File: src/rtl/core/scaled_sprite_blitter_2bpp_macros.svh
// Assertion shorthands for the sprite blitter. Both expect signals named clk and arst_n
// in the scope where they are used.
`ifndef SCALED_SPRITE_BLITTER_2BPP_MACROS_SVH
`define SCALED_SPRITE_BLITTER_2BPP_MACROS_SVH

// The consequent must hold in the same cycle as the antecedent.
`define SSB_ASSERT_IMP(lbl, ante, cons) \
	lbl: assert property (@(posedge clk) disable iff (!arst_n) (ante) |-> (cons)) \
		else $error("sprite blitter: same-cycle check failed");

// The consequent must hold in the cycle after the antecedent.
`define SSB_ASSERT_NEXT(lbl, ante, cons) \
	lbl: assert property (@(posedge clk) disable iff (!arst_n) (ante) |=> (cons)) \
		else $error("sprite blitter: next-cycle check failed");

`endif

File: src/rtl/core/ssb_pkg.sv
`default_nettype none
package ssb_pkg;

	localparam int DEF_SCREEN_WIDTH = 240;
	localparam int DEF_BAND_HEIGHT  = 16;
	localparam int DEF_STAGE_TOP    = 24;
	localparam int DEF_MAX_ART_SIDE = 32;

	// Signed screen coordinate width; covers center, sprite extent and right edge.
	localparam int CW     = 12;
	// Clamped sprite side, 1..MAX_ART_SIDE (at most 63).
	localparam int SIDE_W = 7;
	localparam int QDEPTH = 2;
	localparam int QPTR_W = (QDEPTH > 1) ? $clog2(QDEPTH) : 1;
	localparam int QCNT_W = $clog2(QDEPTH + 1);

	localparam logic [1:0] SHADE_CLEAR = 2'd3;

	localparam int STAGE_BOTTOM = 236;
	localparam int LOW_ROW      = 160;
	localparam int LOW_RIGHT    = 104;

	// HUD rectangles, half-open on the high side.
	localparam int HUD_A_X2 = 120;
	localparam int HUD_A_Y2 = 116;
	localparam int HUD_B_X1 = 8;
	localparam int HUD_B_X2 = 232;
	localparam int HUD_B_Y1 = 8;
	localparam int HUD_B_Y2 = 24;
	localparam int HUD_C_X1 = 8;
	localparam int HUD_C_X2 = 120;
	localparam int HUD_C_Y1 = 30;
	localparam int HUD_C_Y2 = 46;
	localparam int HUD_D_X1 = 8;
	localparam int HUD_D_X2 = 88;
	localparam int HUD_D_Y1 = 50;
	localparam int HUD_D_Y2 = 66;
	localparam int HUD_E_X1 = 96;
	localparam int HUD_E_X2 = 110;
	localparam int HUD_E_Y1 = 68;
	localparam int HUD_E_Y2 = 75;

	typedef enum logic [2:0] {
		REG_BAND_Y,
		REG_ART_WIDTH,
		REG_ART_HEIGHT,
		REG_CENTER_X,
		REG_CENTER_Y,
		REG_SCALE,
		REG_FLIP_BITS,
		REG_PALETTE
	} ssb_reg_t;

	typedef struct packed {
		logic [7:0]  band_y;
		logic [5:0]  art_width;
		logic [5:0]  art_height;
		logic [9:0]  center_x;
		logic [9:0]  center_y;
		logic [1:0]  scale;
		logic [1:0]  flip_bits;
		logic [47:0] palette_words;
	} ssb_cfg_t;

	// One classified byte: shades, which of its four pixels are drawn, the screen row
	// of the first replica row and the screen column of the first pixel's first replica.
	typedef struct packed {
		logic [7:0]           shades;
		logic [3:0]           mask;
		logic signed [CW-1:0] dy;
		logic signed [CW-1:0] pxb;
	} ssb_item_t;

	typedef struct packed {
		logic busy;
		logic flush;
		logic hold;
	} ssb_stat_t;

endpackage
`default_nettype wire

File: src/rtl/core/ssb_in_if.sv
`default_nettype none
interface ssb_in_if;
	logic       valid;
	logic       ready;
	logic [7:0] art_byte;

	modport source (output valid, output art_byte, input ready);
	modport sink (input valid, input art_byte, output ready);
endinterface
`default_nettype wire

File: src/rtl/core/ssb_out_if.sv
`default_nettype none
interface ssb_out_if;
	logic        valid;
	logic        ready;
	logic [7:0]  pixel_x;
	logic [3:0]  pixel_row;
	logic [15:0] color;
	logic        last;

	modport source (output valid, output pixel_x, output pixel_row, output color,
		output last, input ready);
	modport sink (input valid, input pixel_x, input pixel_row, input color,
		input last, output ready);
endinterface
`default_nettype wire

File: src/rtl/core/scaled_sprite_blitter_2bpp.sv
`default_nettype none
// Scaled 2-bit-per-pixel sprite blitter. Sprite bytes arrive in storage order on art_in and
// each one turns into up to four times scale squared band-relative pixel writes on pix_out,
// the last of them flagged; a byte with no surviving write produces nothing. The pixel
// walker in the back end steps through every replica of each drawn pixel and over each
// transparent or padding pixel. It also stalls when a byte's first kept write comes up while
// the previous byte's final write is still being sent out as last, and while pix_out is held
// off; that walker sets the rate. A two-entry queue sits between the byte classifier and the
// walker, so new bytes are taken while earlier ones are still being drawn, and pix_out is
// driven from a register. Row and byte counters follow the sprite geometry and wrap after
// its last byte. The user must write registers through wr_en/wr_index/wr_data only while no
// byte is in flight; the block itself does not enforce it.
`include "scaled_sprite_blitter_2bpp_macros.svh"
module scaled_sprite_blitter_2bpp import ssb_pkg::*; #(
	parameter int SCREEN_WIDTH = DEF_SCREEN_WIDTH,
	parameter int BAND_HEIGHT  = DEF_BAND_HEIGHT,
	parameter int STAGE_TOP    = DEF_STAGE_TOP,
	parameter int MAX_ART_SIDE = DEF_MAX_ART_SIDE
) (
	input  logic        clk,
	input  logic        arst_n,
	input  logic        wr_en,
	input  logic [2:0]  wr_index,
	input  logic [47:0] wr_data,
	ssb_in_if.sink      art_in,
	ssb_out_if.source   pix_out
);

	ssb_cfg_t          cfg_q;
	ssb_item_t         front_item, q_item;
	ssb_stat_t         stat;
	logic              q_full, q_empty, q_pop, push;
	logic [QCNT_W-1:0] q_count;

	always_ff @(posedge clk or negedge arst_n) begin
		if (!arst_n) begin
			cfg_q.band_y        <= '0;
			cfg_q.art_width     <= 6'd1;
			cfg_q.art_height    <= 6'd1;
			cfg_q.center_x      <= '0;
			cfg_q.center_y      <= '0;
			cfg_q.scale         <= 2'd1;
			cfg_q.flip_bits     <= '0;
			cfg_q.palette_words <= '0;
		end else if (wr_en) begin
			case (ssb_reg_t'(wr_index))
				REG_BAND_Y:     cfg_q.band_y        <= wr_data[7:0];
				REG_ART_WIDTH:  cfg_q.art_width     <= wr_data[5:0];
				REG_ART_HEIGHT: cfg_q.art_height    <= wr_data[5:0];
				REG_CENTER_X:   cfg_q.center_x      <= wr_data[9:0];
				REG_CENTER_Y:   cfg_q.center_y      <= wr_data[9:0];
				REG_SCALE:      cfg_q.scale         <= wr_data[1:0];
				REG_FLIP_BITS:  cfg_q.flip_bits     <= wr_data[1:0];
				REG_PALETTE:    cfg_q.palette_words <= wr_data;
				default: ;
			endcase
		end
	end

	assign push         = art_in.valid && !q_full;
	assign art_in.ready = !q_full;

	ssb_front #(
		.MAX_ART_SIDE(MAX_ART_SIDE)
	) u_front (
		.clk      (clk),
		.arst_n   (arst_n),
		.cfg      (cfg_q),
		.take     (push),
		.art_byte (art_in.art_byte),
		.item     (front_item)
	);

	ssb_queue u_queue (
		.clk      (clk),
		.arst_n   (arst_n),
		.push     (push),
		.item_in  (front_item),
		.pop      (q_pop),
		.item_out (q_item),
		.full     (q_full),
		.empty    (q_empty),
		.count    (q_count)
	);

	ssb_back #(
		.SCREEN_WIDTH(SCREEN_WIDTH),
		.BAND_HEIGHT (BAND_HEIGHT),
		.STAGE_TOP   (STAGE_TOP)
	) u_back (
		.clk     (clk),
		.arst_n  (arst_n),
		.cfg     (cfg_q),
		.q_empty (q_empty),
		.q_item  (q_item),
		.q_pop   (q_pop),
		.stat    (stat),
		.pix_out (pix_out)
	);

	// The queue never holds more than its depth.
	`SSB_ASSERT_IMP(a_queue_bound, 1'b1, q_count <= QDEPTH)
	// A pending write always belongs to a byte in progress or to a pending end-of-byte flush.
	`SSB_ASSERT_IMP(a_hold_owned, stat.hold, stat.busy || stat.flush)
	// An accepted byte is in the queue in the following cycle.
	`SSB_ASSERT_NEXT(a_request_queued, art_in.valid && art_in.ready, q_count != '0)

endmodule
`default_nettype wire

File: src/rtl/core/ssb_front.sv
`default_nettype none
module ssb_front import ssb_pkg::*; #(
	parameter int MAX_ART_SIDE = DEF_MAX_ART_SIDE
) (
	input  logic       clk,
	input  logic       arst_n,
	input  ssb_cfg_t   cfg,
	input  logic       take,
	input  logic [7:0] art_byte,
	output ssb_item_t  item
);

	localparam int ROW_W = (MAX_ART_SIDE > 1) ? $clog2(MAX_ART_SIDE) : 1;
	localparam int COL_W = (MAX_ART_SIDE > 4) ? $clog2((MAX_ART_SIDE + 3) / 4) : 1;

	logic [ROW_W-1:0]  row_q;
	logic [COL_W-1:0]  col_q;
	logic [ROW_W-1:0]  row_n;
	logic [COL_W-1:0]  col_n;

	logic [SIDE_W-1:0] w, h, stride, rc, bc, y, sx0, x0, col1, row1;
	logic [SIDE_W-1:0] sxk [4];
	logic [8:0]        ws, hs, ys, xs;
	logic signed [CW-1:0] cx, cy, left, top;

	always_comb begin
		w = (cfg.art_width == '0) ? SIDE_W'(1) :
			(({1'b0, cfg.art_width} > SIDE_W'(MAX_ART_SIDE)) ? SIDE_W'(MAX_ART_SIDE) :
			{1'b0, cfg.art_width});
		h = (cfg.art_height == '0) ? SIDE_W'(1) :
			(({1'b0, cfg.art_height} > SIDE_W'(MAX_ART_SIDE)) ? SIDE_W'(MAX_ART_SIDE) :
			{1'b0, cfg.art_height});
		stride = (w + SIDE_W'(3)) >> 2;

		// A geometry change can leave the counters beyond the new sprite.
		rc = (SIDE_W'(row_q) >= h) ? '0 : SIDE_W'(row_q);
		bc = (SIDE_W'(col_q) >= stride) ? '0 : SIDE_W'(col_q);

		y   = cfg.flip_bits[1] ? (h - SIDE_W'(1) - rc) : rc;
		sx0 = bc << 2;
		x0  = cfg.flip_bits[0] ? (w - SIDE_W'(1) - sx0) : sx0;

		ws = 9'(w) * 9'(cfg.scale);
		hs = 9'(h) * 9'(cfg.scale);
		ys = 9'(y) * 9'(cfg.scale);
		xs = 9'(x0) * 9'(cfg.scale);

		cx   = {{(CW-10){cfg.center_x[9]}}, cfg.center_x};
		cy   = {{(CW-10){cfg.center_y[9]}}, cfg.center_y};
		left = cx - $signed(CW'(ws >> 1));
		top  = cy - $signed(CW'(hs >> 1));

		item.shades = art_byte;
		item.dy     = top + $signed(CW'(ys));
		item.pxb    = left + $signed(CW'(xs));
		for (int k = 0; k < 4; k++) begin
			sxk[k] = sx0 + SIDE_W'(k);
			item.mask[k] = (sxk[k] < w) && (art_byte[7-2*k -: 2] != SHADE_CLEAR) &&
				(cfg.scale != 2'd0);
		end

		col1 = bc + SIDE_W'(1);
		row1 = rc + SIDE_W'(1);
		if (col1 >= stride) begin
			col_n = '0;
			row_n = (row1 >= h) ? '0 : ROW_W'(row1);
		end else begin
			col_n = COL_W'(col1);
			row_n = ROW_W'(rc);
		end
	end

	always_ff @(posedge clk or negedge arst_n) begin
		if (!arst_n) begin
			row_q <= '0;
			col_q <= '0;
		end else if (take) begin
			row_q <= row_n;
			col_q <= col_n;
		end
	end

endmodule
`default_nettype wire

File: src/rtl/core/ssb_queue.sv
`default_nettype none
module ssb_queue import ssb_pkg::*; (
	input  logic              clk,
	input  logic              arst_n,
	input  logic              push,
	input  ssb_item_t         item_in,
	input  logic              pop,
	output ssb_item_t         item_out,
	output logic              full,
	output logic              empty,
	output logic [QCNT_W-1:0] count
);

	ssb_item_t         mem_q [QDEPTH];
	logic [QPTR_W-1:0] wr_ptr_q, rd_ptr_q;
	logic [QCNT_W-1:0] count_q;

	assign full     = (count_q == QCNT_W'(QDEPTH));
	assign empty    = (count_q == '0);
	assign count    = count_q;
	assign item_out = mem_q[rd_ptr_q];

	always_ff @(posedge clk or negedge arst_n) begin
		if (!arst_n) begin
			wr_ptr_q <= '0;
			rd_ptr_q <= '0;
			count_q  <= '0;
		end else begin
			if (push) begin
				wr_ptr_q <= (wr_ptr_q == QPTR_W'(QDEPTH - 1)) ? '0 : wr_ptr_q + 1'b1;
			end
			if (pop) begin
				rd_ptr_q <= (rd_ptr_q == QPTR_W'(QDEPTH - 1)) ? '0 : rd_ptr_q + 1'b1;
			end
			if (push && !pop) begin
				count_q <= count_q + 1'b1;
			end else if (pop && !push) begin
				count_q <= count_q - 1'b1;
			end
		end
	end

	always_ff @(posedge clk) begin
		if (push) begin
			mem_q[wr_ptr_q] <= item_in;
		end
	end

endmodule
`default_nettype wire

File: src/rtl/core/ssb_back.sv
`default_nettype none
module ssb_back import ssb_pkg::*; #(
	parameter int SCREEN_WIDTH = DEF_SCREEN_WIDTH,
	parameter int BAND_HEIGHT  = DEF_BAND_HEIGHT,
	parameter int STAGE_TOP    = DEF_STAGE_TOP
) (
	input  logic      clk,
	input  logic      arst_n,
	input  ssb_cfg_t  cfg,
	input  logic      q_empty,
	input  ssb_item_t q_item,
	output logic      q_pop,
	output ssb_stat_t stat,
	ssb_out_if.source pix_out
);

	function automatic logic in_hud(input logic signed [CW-1:0] x,
		input logic signed [CW-1:0] y);
		logic hit;
		hit = (x < HUD_A_X2 && y < HUD_A_Y2) ||
			(x >= HUD_B_X1 && x < HUD_B_X2 && y >= HUD_B_Y1 && y < HUD_B_Y2) ||
			(x >= HUD_C_X1 && x < HUD_C_X2 && y >= HUD_C_Y1 && y < HUD_C_Y2) ||
			(x >= HUD_D_X1 && x < HUD_D_X2 && y >= HUD_D_Y1 && y < HUD_D_Y2) ||
			(x >= HUD_E_X1 && x < HUD_E_X2 && y >= HUD_E_Y1 && y < HUD_E_Y2);
		return hit;
	endfunction

	logic                 cur_v_q, fl_q, hold_v_q, out_v_q;
	logic [1:0]           k_q, xx_q, yy_q;
	logic signed [CW-1:0] px_q, py_q, pxb_q, dy_q;
	logic [7:0]           shades_q;
	logic [3:0]           mask_q;
	logic [7:0]           hold_x_q, out_x_q;
	logic [3:0]           hold_row_q, out_row_q;
	logic [15:0]          hold_color_q, out_color_q;
	logic                 out_last_q;

	logic [1:0]           shade;
	logic [15:0]          color;
	logic signed [CW-1:0] by, rel, scl, step_pxb;
	logic                 in_view, kept, last_x, last_y, px_done, is_end;
	logic                 out_free, fl_done, adv, load, hold_to_out, flush_out;

	always_comb begin
		case (k_q)
			2'd0:    shade = shades_q[7:6];
			2'd1:    shade = shades_q[5:4];
			2'd2:    shade = shades_q[3:2];
			default: shade = shades_q[1:0];
		endcase
		case (shade)
			2'd0:    color = cfg.palette_words[15:0];
			2'd1:    color = cfg.palette_words[31:16];
			default: color = cfg.palette_words[47:32];
		endcase

		by  = $signed({{(CW-8){1'b0}}, cfg.band_y});
		rel = py_q - by;
		scl = $signed(CW'(cfg.scale));
		step_pxb = cfg.flip_bits[0] ? (pxb_q - scl) : (pxb_q + scl);

		in_view = (py_q >= by) && (py_q < by + BAND_HEIGHT) &&
			(py_q >= STAGE_TOP) && (py_q < STAGE_BOTTOM) && (px_q >= 0) &&
			(px_q < ((py_q < LOW_ROW) ? SCREEN_WIDTH : LOW_RIGHT)) && !in_hud(px_q, py_q);
		kept = cur_v_q && mask_q[k_q] && in_view;

		last_x  = (xx_q == cfg.scale - 2'd1);
		last_y  = (yy_q == cfg.scale - 2'd1);
		px_done = !mask_q[k_q] || (last_x && last_y);
		is_end  = (k_q == 2'd3) && px_done;

		out_free = !out_v_q || pix_out.ready;
		fl_done  = fl_q && (!hold_v_q || out_free);

		// The held write can only be released as not-last once a later write of the
		// same byte shows up; the end of the byte releases it as last.
		adv = cur_v_q && !(kept && (fl_q || (hold_v_q && !out_free))) &&
			!(is_end && fl_q && !fl_done);
		load = !q_empty && (!cur_v_q || (adv && is_end));
		hold_to_out = adv && kept && hold_v_q;
		flush_out   = fl_q && hold_v_q && out_free;
	end

	assign q_pop = load;
	assign stat  = '{busy: cur_v_q, flush: fl_q, hold: hold_v_q};

	assign pix_out.valid     = out_v_q;
	assign pix_out.pixel_x   = out_x_q;
	assign pix_out.pixel_row = out_row_q;
	assign pix_out.color     = out_color_q;
	assign pix_out.last      = out_last_q;

	always_ff @(posedge clk or negedge arst_n) begin
		if (!arst_n) begin
			cur_v_q  <= 1'b0;
			fl_q     <= 1'b0;
			hold_v_q <= 1'b0;
			out_v_q  <= 1'b0;
			k_q      <= '0;
			xx_q     <= '0;
			yy_q     <= '0;
		end else begin
			if (load) begin
				cur_v_q <= 1'b1;
			end else if (adv && is_end) begin
				cur_v_q <= 1'b0;
			end
			fl_q <= (fl_q && !fl_done) || (adv && is_end);
			if (adv && kept) begin
				hold_v_q <= 1'b1;
			end else if (flush_out) begin
				hold_v_q <= 1'b0;
			end
			if (hold_to_out || flush_out) begin
				out_v_q <= 1'b1;
			end else if (pix_out.ready) begin
				out_v_q <= 1'b0;
			end
			if (load) begin
				k_q  <= '0;
				xx_q <= '0;
				yy_q <= '0;
			end else if (adv) begin
				if (px_done) begin
					k_q  <= k_q + 2'd1;
					xx_q <= '0;
					yy_q <= '0;
				end else if (last_x) begin
					xx_q <= '0;
					yy_q <= yy_q + 2'd1;
				end else begin
					xx_q <= xx_q + 2'd1;
				end
			end
		end
	end

	always_ff @(posedge clk) begin
		if (load) begin
			px_q     <= q_item.pxb;
			py_q     <= q_item.dy;
			pxb_q    <= q_item.pxb;
			dy_q     <= q_item.dy;
			shades_q <= q_item.shades;
			mask_q   <= q_item.mask;
		end else if (adv) begin
			if (px_done) begin
				pxb_q <= step_pxb;
				px_q  <= step_pxb;
				py_q  <= dy_q;
			end else if (last_x) begin
				px_q <= pxb_q;
				py_q <= py_q + CW'(1);
			end else begin
				px_q <= px_q + CW'(1);
			end
		end
		if (adv && kept) begin
			hold_x_q     <= px_q[7:0];
			hold_row_q   <= rel[3:0];
			hold_color_q <= color;
		end
		if (hold_to_out || flush_out) begin
			out_x_q     <= hold_x_q;
			out_row_q   <= hold_row_q;
			out_color_q <= hold_color_q;
			out_last_q  <= flush_out;
		end
	end

endmodule
`default_nettype wire

File: src/flat_wrapper.sv
// flat-port wrapper written by rule: the top's interface ports become plain ports
module scaled_sprite_blitter_2bpp_flat import ssb_pkg::*;
#(
	parameter int SCREEN_WIDTH = DEF_SCREEN_WIDTH,
	parameter int BAND_HEIGHT  = DEF_BAND_HEIGHT,
	parameter int STAGE_TOP    = DEF_STAGE_TOP,
	parameter int MAX_ART_SIDE = DEF_MAX_ART_SIDE
)
  (clk, arst_n, wr_en, wr_index, wr_data, art_in_valid, art_in_art_byte, art_in_ready, pix_out_valid, pix_out_pixel_x, pix_out_pixel_row, pix_out_color, pix_out_last, pix_out_ready);
  ssb_in_if art_in_i ();
  ssb_out_if pix_out_i ();
  input  logic clk;
  input  logic arst_n;
  input  logic wr_en;
  input  logic [2:0] wr_index;
  input  logic [47:0] wr_data;
  input wire logic [$bits(art_in_i.valid)-1:0] art_in_valid;
  input wire logic [$bits(art_in_i.art_byte)-1:0] art_in_art_byte;
  output wire logic [$bits(art_in_i.ready)-1:0] art_in_ready;
  output wire logic [$bits(pix_out_i.valid)-1:0] pix_out_valid;
  output wire logic [$bits(pix_out_i.pixel_x)-1:0] pix_out_pixel_x;
  output wire logic [$bits(pix_out_i.pixel_row)-1:0] pix_out_pixel_row;
  output wire logic [$bits(pix_out_i.color)-1:0] pix_out_color;
  output wire logic [$bits(pix_out_i.last)-1:0] pix_out_last;
  input wire logic [$bits(pix_out_i.ready)-1:0] pix_out_ready;
  assign art_in_i.valid = art_in_valid;
  assign art_in_i.art_byte = art_in_art_byte;
  assign art_in_ready = art_in_i.ready;
  assign pix_out_valid = pix_out_i.valid;
  assign pix_out_pixel_x = pix_out_i.pixel_x;
  assign pix_out_pixel_row = pix_out_i.pixel_row;
  assign pix_out_color = pix_out_i.color;
  assign pix_out_last = pix_out_i.last;
  assign pix_out_i.ready = pix_out_ready;
  scaled_sprite_blitter_2bpp #(.SCREEN_WIDTH(SCREEN_WIDTH), .BAND_HEIGHT(BAND_HEIGHT), .STAGE_TOP(STAGE_TOP), .MAX_ART_SIDE(MAX_ART_SIDE)) u_core (.clk(clk), .arst_n(arst_n), .wr_en(wr_en), .wr_index(wr_index), .wr_data(wr_data), .art_in(art_in_i), .pix_out(pix_out_i));
endmodule
File: config.mk
export PLATFORM = sky130hd
export DESIGN_NAME = scaled_sprite_blitter_2bpp_flat
export DESIGN_NICKNAME = d
export VERILOG_FILES = /design/src/rtl/core/ssb_pkg.sv /design/src/rtl/core/ssb_in_if.sv /design/src/rtl/core/ssb_out_if.sv /design/src/rtl/core/scaled_sprite_blitter_2bpp.sv /design/src/rtl/core/ssb_front.sv /design/src/rtl/core/ssb_queue.sv /design/src/rtl/core/ssb_back.sv /design/src/flat_wrapper.sv
export VERILOG_INCLUDE_DIRS = /design/src /design/src/rtl/core
export SDC_FILE = /design/constraint.sdc
export NUM_CORES = 1
export LEC_CHECK = 0
export ABC_AREA = 1
export BUFFER_PORTS_ARGS = -buffer_cell sky130_fd_sc_hd__buf_2
export CAP_MARGIN = 5
export CORE_MARGIN = 1.5
export CORE_UTILIZATION = 45
export DETAILED_ROUTE_END_ITERATION = 6
export SYNTH_ARGS = -nofsm -noshare
export SYNTH_HDL_FRONTEND = slang
export SYNTH_HIERARCHICAL = 1
export SYNTH_SLANG_ARGS = --single-unit
File: constraint.sdc
create_clock -name clk -period 17.2 [get_ports clk]
set_input_delay 3.44 -clock clk [delete_from_list [all_inputs] [get_ports clk]]
set_output_delay 3.44 -clock clk [all_outputs]
set_load 0.02 [all_outputs]
==> metrics.yaml <==
status: "finished, final reports clean"
layout-drive-gt1-share_pct: 12.2
r2r_start: "u_core/cfg_q[83]"
fin_crit_ns: 6.41
gp_congestion: 0.906
start_util_pct: 45.8
first_global_vias: 12900
setup_tns_ns: 0
postSynthNetCount: 2120
drv_cap: 0
rows: 72
rsz0062_at_grt: "false"
ant_nets: 0
hold_viol: 0
cts_resized: 0
crit_type: "flip-flop to flip-flop"
grt_max_degree: 73
cp-start-kind: "flip-flop"
layout_commonest_cell: "nand2_1"
wire_per_inst_um: 16.0
cpPeakStageDelay_ns: 0.56
finalSetupViolCount: 0
post-route-drc-count: 0
rrSetupSlack_ns: 10.79
power_mw: 3.66
die_area_um2: 40700
fmaxAchievable_ghz: 0.156
grt_overflow: 0
cts_root_buf: "clkbuf_16"
clock_path_buffers: 3
area_growth_syn_to_layout_pct: 10.9
avgSynthCellArea_um2: 9.26
num-fill-cells: 3617
reg2reg_depth: 36
antenna_found_initial: 0
slew_headroom_pct: 18.3
slowest_stage: "dfrtp_1"
dp_cells: 2488
pre_cts_ws_ns: 10.88
drt_iter0_drc: 828
stdcell_area_um2: 19700
num_vias: 13000
avgViaCountPerCell: 5.11
tightest_slew_ns: 1.22
cts_buffers: 34
die_w_um: 202
post-dp-hpwl_mm: 29.5
arrival_ns: 6.68
min_path_type: "flip-flop to flip-flop"
n_antenna_cell: 0
leakage_nw: 9.30
crit_fanout: 9
clkTransAtPathRegs_ns: 0.06
drt-pass1-iter-count: 6
critical_path_required_ns: 17.47
ir_drop_uv: 123
die_h_um: 202
clock_skew_ns: 0.0200
slew_viol_final: 0
cts_num_sinks: 303
htreeDepth: 2
regToRegEndpoint: "u_core/u_queue/mem_q[1][9]"
post_dp_cell_area_um2: 18600
grt_pass1_wl_mm: 66.3
post_cts_buffers: 0
finalWorstSetupSlack_ns: 10.79
layout.cells.non_filler: 2550
io_buffers: 94
postCtsHoldBufs: 0
crit_path_end_kind: "flip-flop"
fin_nets: 2207
cts_tree: "done"
top_level_ports: 95
wl_mm: 40.9
clock_latency_ns: 0.54
cpMostUsedCell: "nand2_1"
crit_path_start: "u_core/cfg_q[83]"
syn_inst: 1919
endpoint: "u_core/u_queue/mem_q[1][9]"
final_cell_mix: "nand2_1 (559), inv_1 (210), edfxtp_1 (189)"
yosysWarnings: 6
post-route-period-util_pct: 37.3
grt_usage_pct: 20.4
power.density_nw_per_um2: 186
coreArea_um2: 38800
syn-cell-area_um2: 17800
hold_start: "u_core/u_back/hold_x_q[3]"
-- layer usage --
metal	up-vias	part of all wire [%]	GRT usage, %
li1	6505	-	-
met1	6135	47	28.3
met2	328	46	33.1
met3	71	4.4	2.56
met4	0	2.8	6.77
met5	-	0	0
-- worst min-delay path by stage --
| stage | depth (start not counted) | end | slack (ns) |
|---|---|---|---|
| global route | 0 | u_core/u_back/pix_out.pixel_row[1] | 0.42 |
| finish | 0 | u_core/u_back/pix_out.pixel_x[3] | 0.41 |
| floorplan | 0 | u_core/u_back/pix_out.color[0] | 0.40 |
| global placement | 0 | u_core/u_back/pix_out.pixel_row[3] | 0.40 |
| CTS | 0 | u_core/u_back/pix_out.pixel_x[3] | 0.42 |
| detailed placement | 0 | u_core/u_back/pix_out.pixel_x[2] | 0.40 |
-- area by class of cell --
class                           count  area (um2)  share of cell area [%]
Multi-Input combinational cell   1339        8000                    40.6
Timing Repair Buffer              106         563                    2.86
Sequential cell                   303        8530                    43.3
Inverter                          222         843                    4.28
Clock buffer                       51         975                    4.95
Clock inverter                     11         133                   0.673
Tap cell                          518         648                    3.29
-- sequential cells by signal, summed over array words and instances, names as in the netlist, 2 cells and up --
signal	cells
u_core/u_back/px_q	12
u_core/u_back/hold_x_q	8
u_core/u_back/xx_q	2
u_core/u_queue/mem_q	72
u_core/u_back/pxb_q	12
u_core/u_back/pix_out.color	16
u_core/u_back/dy_q	12
u_core/u_back/pix_out.pixel_x	8
u_core/cfg_q	92
u_core/u_back/k_q	2
u_core/u_back/hold_color_q	16
u_core/u_back/pix_out.pixel_row	4
u_core/u_back/hold_row_q	4
u_core/u_back/shades_q	8
u_core/u_front/row_q	5
u_core/u_queue/count	2
u_core/u_back/mask_q	4
u_core/u_front/col_q	3
u_core/u_back/yy_q	2
u_core/u_back/py_q	12
-- where the power goes --
| part | internal [mW] | switching (mW) | total [mW] |
|---|---|---|---|
| combinational | 0.612 | 1.07 | 1.68 |
| sequential | 1.13 | 0.133 | 1.27 |
| clock | 0.413 | 0.299 | 0.711 |
| total | 2.16 | 1.50 | 3.66 |
-- critical path, delay by kind of cell, from the launching register on --
family          cells  cell delay [ns]
fa+ha+maj           6             1.97
buf+inv             4             0.43
flops               1             0.56
xor+xnor            2             0.37
compound gates      6             0.96
simple gates       18             1.87
-- per-stage QoR --
step,util (%),hold WS [ns]
after floorplan,-,0.400
after global placement,47.9,0.400
after detailed placement,47.9,0.405
after CTS,50.7,0.417
after global routing,50.7,0.419
final,50.7,0.412
(Power assumes the default switching activity.)
